`src/sv/idr_pkg.sv`:
```
// ----------------------------------------------------------------------------
// idr_pkg
// Shared types and constants of the integer divide/remainder core.
// ----------------------------------------------------------------------------
package idr_pkg;

    localparam int LIMB_BITS     = 16;
    localparam int LIMB_COUNT_DEF = 4;
    localparam int OPERAND_W     = 64;
    localparam int OP_W          = 2;

    localparam logic [OP_W-1:0] OP_UQUO = 2'd0;
    localparam logic [OP_W-1:0] OP_UREM = 2'd1;
    localparam logic [OP_W-1:0] OP_SQUO = 2'd2;
    localparam logic [OP_W-1:0] OP_SREM = 2'd3;

    typedef struct packed {
        logic start;
    } idr_div_ctrl_t;

    typedef struct packed {
        logic busy;
        logic done;
    } idr_div_stat_t;

endpackage

```
`src/sv/idr_if.sv`:
```
// ----------------------------------------------------------------------------
// idr_req_if / idr_rsp_if
// Valid/ready channels of the divide core: operation request and result.
// ----------------------------------------------------------------------------
interface idr_req_if
    import idr_pkg::*;
    ();
    logic                 valid;
    logic                 ready;
    logic [OP_W-1:0]      operation;
    logic [OPERAND_W-1:0] dividend;
    logic [OPERAND_W-1:0] divisor;

    modport source (output valid, output operation, output dividend, output divisor,
                    input ready);
    modport sink   (input valid, input operation, input dividend, input divisor,
                    output ready);
endinterface

interface idr_rsp_if
    import idr_pkg::*;
    ();
    logic                 valid;
    logic                 ready;
    logic [OPERAND_W-1:0] result;

    modport source (output valid, output result, input ready);
    modport sink   (input valid, input result, output ready);
endinterface

```
`src/sv/idr_divider.sv`:
```
// ----------------------------------------------------------------------------
// idr_divider
// Restoring unsigned divider: one shared subtract/compare per cycle,
// one quotient bit per cycle, DATA_BITS quotient bits per division.
// ----------------------------------------------------------------------------
module idr_divider
    import idr_pkg::*;
#(
    parameter int DATA_BITS = LIMB_BITS * LIMB_COUNT_DEF
) (
    input  logic                 clk,
    input  logic                 rst_n,
    input  idr_div_ctrl_t        ctrl,
    output idr_div_stat_t        stat,
    input  logic [DATA_BITS-1:0] num,
    input  logic [DATA_BITS-1:0] den,
    output logic [DATA_BITS-1:0] quo,
    output logic [DATA_BITS-1:0] rem
);

    localparam int CNT_W = $clog2(DATA_BITS);

    logic                 busy_reg;
    logic                 done_reg;
    logic [CNT_W-1:0]     cnt_reg;
    logic [DATA_BITS-1:0] rem_reg;
    logic [DATA_BITS-1:0] quo_reg;
    logic [DATA_BITS-1:0] den_reg;

    logic [DATA_BITS:0]   shifted;
    logic [DATA_BITS+1:0] diff;
    logic                 fits;
    logic [DATA_BITS-1:0] rem_next;
    logic [DATA_BITS-1:0] quo_next;

    always_comb
    begin
        shifted  = {rem_reg, quo_reg[DATA_BITS-1]};
        diff     = {1'b0, shifted} - {2'b00, den_reg};
        fits     = !diff[DATA_BITS+1];
        rem_next = fits ? diff[DATA_BITS-1:0] : shifted[DATA_BITS-1:0];
        quo_next = {quo_reg[DATA_BITS-2:0], fits};
    end

    always_ff @(posedge clk or negedge rst_n)
    begin
        if (!rst_n)
        begin
            busy_reg <= 1'b0;
            done_reg <= 1'b0;
            cnt_reg  <= '0;
        end
        else
        begin
            done_reg <= 1'b0;
            if (ctrl.start)
            begin
                busy_reg <= 1'b1;
                cnt_reg  <= CNT_W'(DATA_BITS - 1);
            end
            else if (busy_reg)
            begin
                if (cnt_reg == '0)
                begin
                    busy_reg <= 1'b0;
                    done_reg <= 1'b1;
                end
                else
                begin
                    cnt_reg <= cnt_reg - 1'b1;
                end
            end
        end
    end

    always_ff @(posedge clk)
    begin
        if (ctrl.start)
        begin
            rem_reg <= '0;
            quo_reg <= num;
            den_reg <= den;
        end
        else if (busy_reg)
        begin
            rem_reg <= rem_next;
            quo_reg <= quo_next;
        end
    end

    assign stat.busy = busy_reg;
    assign stat.done = done_reg;
    assign quo       = quo_reg;
    assign rem       = rem_reg;

endmodule

```
`src/sv/int64_divide_remainder_core.sv`:
```
// ----------------------------------------------------------------------------
// int64_divide_remainder_core
// Integer divide unit: unsigned/signed quotient or remainder of two operands.
//
// Channels: req carries operation, dividend and divisor; rsp carries result.
// A transfer happens on a rising clk edge with valid and ready both high.
// Operation: 0 unsigned quotient, 1 unsigned remainder, 2 signed quotient,
// 3 signed remainder. Operands are 16*LIMB_COUNT bits wide (64 by default);
// upper input bits are ignored and upper result bits are zero.
// A zero divisor gives a zero result. Most negative by minus one wraps.
// Quotient bits come from the restoring divider, which produces one quotient
// bit per cycle through a single shared subtractor. One request is in flight
// at a time; req.ready is high only while the unit is idle, so the unit does
// not take a new request before it has posted the result of the last one.
// The result sits in an output register; a stalled receiver holds it, and the
// unit accepts and divides the next request meanwhile, waiting only to post.
// Reset (rst_n low, asynchronous) empties the unit and drops rsp.valid.
// ----------------------------------------------------------------------------
module int64_divide_remainder_core
    import idr_pkg::*;
#(
    parameter int LIMB_COUNT = LIMB_COUNT_DEF
) (
    input  logic      clk,
    input  logic      rst_n,
    idr_req_if.sink   req,
    idr_rsp_if.source rsp
);

    localparam int DATA_BITS = LIMB_BITS * LIMB_COUNT;

    typedef enum logic [1:0] {
        S_IDLE,
        S_DIV,
        S_OUT
    } state_t;

    state_t               state_reg;
    logic [OP_W-1:0]      op_reg;
    logic                 neg_a_reg;
    logic                 neg_b_reg;
    logic                 zero_reg;
    logic                 rsp_valid_reg;
    logic [DATA_BITS-1:0] result_reg;

    idr_div_ctrl_t        ctrl;
    idr_div_stat_t        stat;
    logic                 accept;
    logic                 is_signed;
    logic [DATA_BITS-1:0] a_raw;
    logic [DATA_BITS-1:0] b_raw;
    logic                 neg_a;
    logic                 neg_b;
    logic [DATA_BITS-1:0] a_mag;
    logic [DATA_BITS-1:0] b_mag;
    logic [DATA_BITS-1:0] quo;
    logic [DATA_BITS-1:0] rem;
    logic [DATA_BITS-1:0] sel;
    logic                 sel_neg;
    logic [DATA_BITS-1:0] result_next;
    logic                 post;

    assign req.ready  = (state_reg == S_IDLE);
    assign accept     = req.valid && req.ready;
    assign ctrl.start = accept;

    always_comb
    begin
        is_signed = req.operation inside {OP_SQUO, OP_SREM};
        a_raw     = req.dividend[DATA_BITS-1:0];
        b_raw     = req.divisor[DATA_BITS-1:0];
        neg_a     = is_signed && a_raw[DATA_BITS-1];
        neg_b     = is_signed && b_raw[DATA_BITS-1];
        a_mag     = neg_a ? ('0 - a_raw) : a_raw;
        b_mag     = neg_b ? ('0 - b_raw) : b_raw;
    end

    idr_divider #(
        .DATA_BITS (DATA_BITS)
    ) u_divider (
        .clk   (clk),
        .rst_n (rst_n),
        .ctrl  (ctrl),
        .stat  (stat),
        .num   (a_mag),
        .den   (b_mag),
        .quo   (quo),
        .rem   (rem)
    );

    always_comb
    begin
        case (op_reg)
            OP_UQUO:
            begin
                sel     = quo;
                sel_neg = 1'b0;
            end
            OP_UREM:
            begin
                sel     = rem;
                sel_neg = 1'b0;
            end
            OP_SQUO:
            begin
                sel     = quo;
                sel_neg = neg_a_reg ^ neg_b_reg;
            end
            default:
            begin
                sel     = rem;
                sel_neg = neg_a_reg;
            end
        endcase
        if (zero_reg)
            result_next = '0;
        else
            result_next = sel_neg ? ('0 - sel) : sel;
    end

    assign post = !rsp_valid_reg || rsp.ready;

    always_ff @(posedge clk or negedge rst_n)
    begin
        if (!rst_n)
        begin
            state_reg     <= S_IDLE;
            rsp_valid_reg <= 1'b0;
            op_reg        <= OP_UQUO;
            neg_a_reg     <= 1'b0;
            neg_b_reg     <= 1'b0;
            zero_reg      <= 1'b0;
            result_reg    <= '0;
        end
        else
        begin
            if (rsp_valid_reg && rsp.ready && state_reg != S_OUT)
                rsp_valid_reg <= 1'b0;
            case (state_reg)
                S_IDLE:
                begin
                    if (accept)
                    begin
                        state_reg <= S_DIV;
                        op_reg    <= req.operation;
                        neg_a_reg <= neg_a;
                        neg_b_reg <= neg_b;
                        zero_reg  <= (b_raw == '0);
                    end
                end
                S_DIV:
                begin
                    if (stat.done)
                        state_reg <= S_OUT;
                end
                S_OUT:
                begin
                    if (post)
                    begin
                        result_reg    <= result_next;
                        rsp_valid_reg <= 1'b1;
                        state_reg     <= S_IDLE;
                    end
                end
                default:
                begin
                    state_reg <= S_IDLE;
                end
            endcase
        end
    end

    assign rsp.valid  = rsp_valid_reg;
    assign rsp.result = OPERAND_W'(result_reg);

    a_busy_not_ready: assert property (@(posedge clk) disable iff (!rst_n)
        stat.busy |-> !req.ready)
        else $error("request taken while divider busy");

    a_accept_starts: assert property (@(posedge clk) disable iff (!rst_n)
        (req.valid && req.ready) |=> stat.busy)
        else $error("divider not started after request transfer");

    a_done_in_div: assert property (@(posedge clk) disable iff (!rst_n)
        stat.done |-> (state_reg == S_DIV))
        else $error("divider finished outside divide state");

endmodule

```
`src/flat_wrapper.sv`:
```
// flat-port wrapper written by rule: the top's interface ports become plain ports
module int64_divide_remainder_core_flat import idr_pkg::*;
#(
    parameter int LIMB_COUNT = LIMB_COUNT_DEF
)
  (clk, rst_n, req_valid, req_operation, req_dividend, req_divisor, req_ready, rsp_valid, rsp_result, rsp_ready);
  idr_req_if req_i ();
  idr_rsp_if rsp_i ();
  input  logic clk;
  input  logic rst_n;
  input wire logic [$bits(req_i.valid)-1:0] req_valid;
  input wire logic [$bits(req_i.operation)-1:0] req_operation;
  input wire logic [$bits(req_i.dividend)-1:0] req_dividend;
  input wire logic [$bits(req_i.divisor)-1:0] req_divisor;
  output wire logic [$bits(req_i.ready)-1:0] req_ready;
  output wire logic [$bits(rsp_i.valid)-1:0] rsp_valid;
  output wire logic [$bits(rsp_i.result)-1:0] rsp_result;
  input wire logic [$bits(rsp_i.ready)-1:0] rsp_ready;
  assign req_i.valid = req_valid;
  assign req_i.operation = req_operation;
  assign req_i.dividend = req_dividend;
  assign req_i.divisor = req_divisor;
  assign req_ready = req_i.ready;
  assign rsp_valid = rsp_i.valid;
  assign rsp_result = rsp_i.result;
  assign rsp_i.ready = rsp_ready;
  int64_divide_remainder_core #(.LIMB_COUNT(LIMB_COUNT)) u_core (.clk(clk), .rst_n(rst_n), .req(req_i), .rsp(rsp_i));
endmodule
```
`config.mk`:
```
export PLATFORM = sky130hd
export DESIGN_NAME = int64_divide_remainder_core_flat
export DESIGN_NICKNAME = d
export VERILOG_FILES = /design/src/sv/idr_pkg.sv /design/src/sv/idr_if.sv /design/src/sv/idr_divider.sv /design/src/sv/int64_divide_remainder_core.sv /design/src/flat_wrapper.sv
export SDC_FILE = /design/constraint.sdc
export NUM_CORES = 1
export LEC_CHECK = 0
export BUFFER_PORTS_ARGS = -buffer_cell sky130_fd_sc_hd__buf_2
export CAP_MARGIN = 20
export CORE_ASPECT_RATIO = 1.2
export CORE_MARGIN = 2
export CORE_UTILIZATION = 65
export DETAILED_ROUTE_END_ITERATION = 8
export PLACE_DENSITY = 0.87
export RECOVER_POWER = 25
export REMOVE_ABC_BUFFERS = 1
export SLEW_MARGIN = 10
export SYNTH_ARGS = -nofsm -noshare
export SYNTH_HDL_FRONTEND = slang
export SYNTH_SLANG_ARGS = --single-unit
export TNS_END_PERCENT = 20
```
`constraint.sdc`:
```
create_clock -name clk -period 9.7 [get_ports clk]
set_input_delay 0.485 -clock clk [delete_from_list [all_inputs] [get_ports clk]]
set_output_delay 0.485 -clock clk [all_outputs]
set_load 0.01 [all_outputs]
```
==> results.py <==
metrics = {
    "synth": {
        "ys_seq_area_frac": 0.3626,
        "synth_ff_type": "edfxtp_1",
        "synth_area_mm2": 0.01965,
        "ys_types": 87,
        "ys_ff_latch": 272,
        "yosys_warnings": 0,
        "synth_largest_area_cell": "edfxtp_1",
        "synth_area_leaders": "edfxtp_1 20%, dfrtp_1 10%, dfxtp_1 6.5%, xnor2_1 5.3%, xor2_1 5.1%",
        "synthCells": 2281,
        "async_flop_share": 0.2941,
        "postSynthAreaPerCell_um2": 8.616,
        "synth.top_cell.area_share": 0.1956,
        "synth_edf_count": 128,
    },
    "clock_tree": {
        "worst_skew_pair.late_latency_ns": 0.57,
        "clock-root-buffer": "clkbuf_16",
        "htreeDepth": 1,
        "cts_setup_buffers": 0,
        "cts-buffers-inserted": 28,
        "clock_sink_count": 272,
        "path_clk_slew_ns": 0.06,
        "cts_resized": 0,
        "cts_tree": "yes",
        "hold_buffers": 1,
        "cts_buffer_depth": 3,
    },
    "place": {
        "port-buffer-count": 199,
        "gp_congestion": 0.9740,
        "hpwl_um": 39450,
    },
    "drt": {
        "vias_per_cell": 6.266,
        "drc_errors": 0,
        "dr.pass1.iters": 6,
        "wire_per_inst_um": 18.72,
        "wirelength_um": 52700,
        "routed-via-count": 17640,
        "postRouteAntennaNets": 0,
        "initialDrtViolationCount": 1810,
    },
    "flow_run": {
        "drv_cap": 2,
    },
    "floorplan": {
        "core_mm2": 0.02970,
        "dieWidth_um": 162.7,
        "die-area_mm2": 0.03165,
        "start_util": 0.6618,
        "ios": 200,
        "row_count": 69,
        "dieHeight_um": 194.5,
    },
    "global_routing": {
        "grt_start_max_net_pins": 105,
        "grt_pass1_vias": 16220,
        "grt_usage": 0.3244,
        "grt-ovfl-total": 0,
        "antenna_found_initial": 2,
        "grt_pass1_wl_um": 83860,
    },
    "pwr": {
        "internal-power_uw": 3689,
        "ir_drop_mv": 0.1977,
        "power.density_mw_per_mm2": 309.2,
        "combinationalPowerShare": 0.508,
        "p_leak_uw": 0.008974,
        "pwr-share-clk": 0.166,
        "p_switching_uw": 3007,
        "switching_share": 0.4491,
        "seq_power_share": 0.326,
    },
    "status": {
        "run_status": "finished, violations left",
        "violations": "capacitance limit, slew limit",
    },
    "sta": {
        "drv_slew": 108,
        "clock.fmax_mhz": 195.5,
        "max_slew_margin": -1.444,
        "fin_skew_ns": 0.02135,
        "rsz0062_at_grt": "false",
        "holdWs_ns": 0.1487,
        "hold_violations": 0,
        "period_share": 0.5274,
        "min_period_ns": 5.116,
        "setup_viol": 0,
        "finalSetupTns_ns": 0,
        "worstMarginPinSlew_ns": 3.666,
    },
    "worst_hold_path": {
        "worstHoldPathType": "primary input to flop",
    },
    "finish": {
        "nFillCells": 2328,
        "drive_gt1_frac": 0.1073,
        "final_common_cell": "nand2_1",
        "area_growth_pct": 10.19,
        "fin_nets": 2605,
        "final_cell_mix": "227 x nand2_1, 195 x a21oi_1, 189 x nor2_1, 184 x o21ai_0, 131 x buf_2",
    },
    "critical_path": {
        "endpoint_kind": "asynchronous set/reset pin",
        "worstPathRequired_ns": 9.00,
        "critPathMaxFanout": 70,
        "criticalPathCategory": "primary input to asynchronous set/reset pin",
        "cp.arrival_ns": 4.41,
        "critPathLaunchType": "primary input",
    },
}
==> routing by layer <==
layer | vias up | wire [um] | GRT usage
met3 | 101 | 4899 | 0.03521
met2 | 842 | 23380 | 0.5074
li1 | 8473 | - | -
met5 | - | 0 | 0
met4 | 0 | 1573 | 0.1003
met1 | 8223 | 22850 | 0.4735
==> cell usage after synthesis, types with 22 or more instances <==
cell,number
nand2_1,228
a21oi_1,195
nor2_1,190
o21ai_0,184
edfxtp_1,128
xnor2_1,119
xor2_1,115
inv_1,107
clkbuf_1,98
dfrtp_1,80
mux2i_1,80
ha_1,69
nor3_1,68
dfxtp_1,64
a22o_1,45
a21o_1,43
o31ai_1,40
a211oi_1,38
nand3_1,27
nand4_1,27
nand2b_1,25
buf_2,23
a31oi_1,22
==> power by group through the flow <==
stage	clock network, uW	logic, uW	registers (uW)
global route	1170	3770	2210
detailed placement	0	3320	2170
CTS	1120	3340	2150
global placement	0	3250	2150
finish	1110	3400	2180
floorplan	0	2540	2040
==> worst paths after layout <==
path | startpoint | endpoint | slack (ns) | cells after the start
worst min register to register | u_core.state_reg[1]$_DFFE_PN0P_ | u_core.state_reg[0]$_DFFE_PN0P_ | 0.48 | 1
worst max register to register | u_core.op_reg[0]$_DFFE_PN0P_ | u_core.rsp.result[61]$_DFFE_PN0P_ | 5.14 | 10
worst max-delay path | rst_n | u_core.u_divider.busy_reg$_DFF_PN0_ | 4.58 | 3
min in group asynchronous | rst_n | u_core.rsp.result[3]$_DFFE_PN0P_ | 0.58 | 2
max in group clk | u_core.op_reg[0]$_DFFE_PN0P_ | u_core.rsp.result[61]$_DFFE_PN0P_ | 5.14 | 10
worst min-delay path | req_operation[0] | u_core.op_reg[0]$_DFFE_PN0P_ | 0.15 | 3
==> final cells by class <==
type                       count  area (um^2)  area share
clock buffer                  42        898.4     0.04148
clock inverter                10        56.30    0.002600
antenna                        2        5.005   0.0002311
inverter                     108        407.9     0.01883
timing repair buffer         218         1065     0.04917
multi-input combinational   1773        11600      0.5357
tap                          390        488.0     0.02253
sequential                   272         7134      0.3294
==> cells by family (layout without fill, tap and decap cells) <==
logic type,after synthesis,in the layout,synth area share
and+or+nand+nor,711,711,0.1783
AOI/OAI and AO/OA,668,668,0.2147
DFF,272,272,0.3626
buffers and inverters,236,378,0.04864
xor gates and xnor gates,234,234,0.1043
muxes,90,90,0.04647
adders and majority gates,70,70,0.04495
other,0,2,0
==> worst max-delay path: stages <==
cell           delay (ns)
dlygate4sd3_1        0.53
clkbuf_1             0.70
clkbuf_1             2.63
==> per-stage QoR <==
| step | utilization | setup WS [ns] | cells | area, um^2 | total power [uW] |
|---|---|---|---|---|---|
| 6_report | 0.7292 | 4.584 | 2815 | 21660 | 6696 |
| 5_1_grt | 0.7292 | 3.682 | 2815 | 21660 | 7149 |
| 3_5_place_dp | 0.6985 | 5.289 | 2757 | 20740 | 5487 |
| 3_3_place_gp | 0.6985 | 5.344 | 2757 | 20740 | 5402 |
| 2_1_floorplan | - | 2.111 | 2153 | 19100 | 4583 |
| 4_1_cts | 0.7310 | 5.259 | 2810 | 21710 | 6613 |
Note: power is estimated with default switching activity, not from simulation.
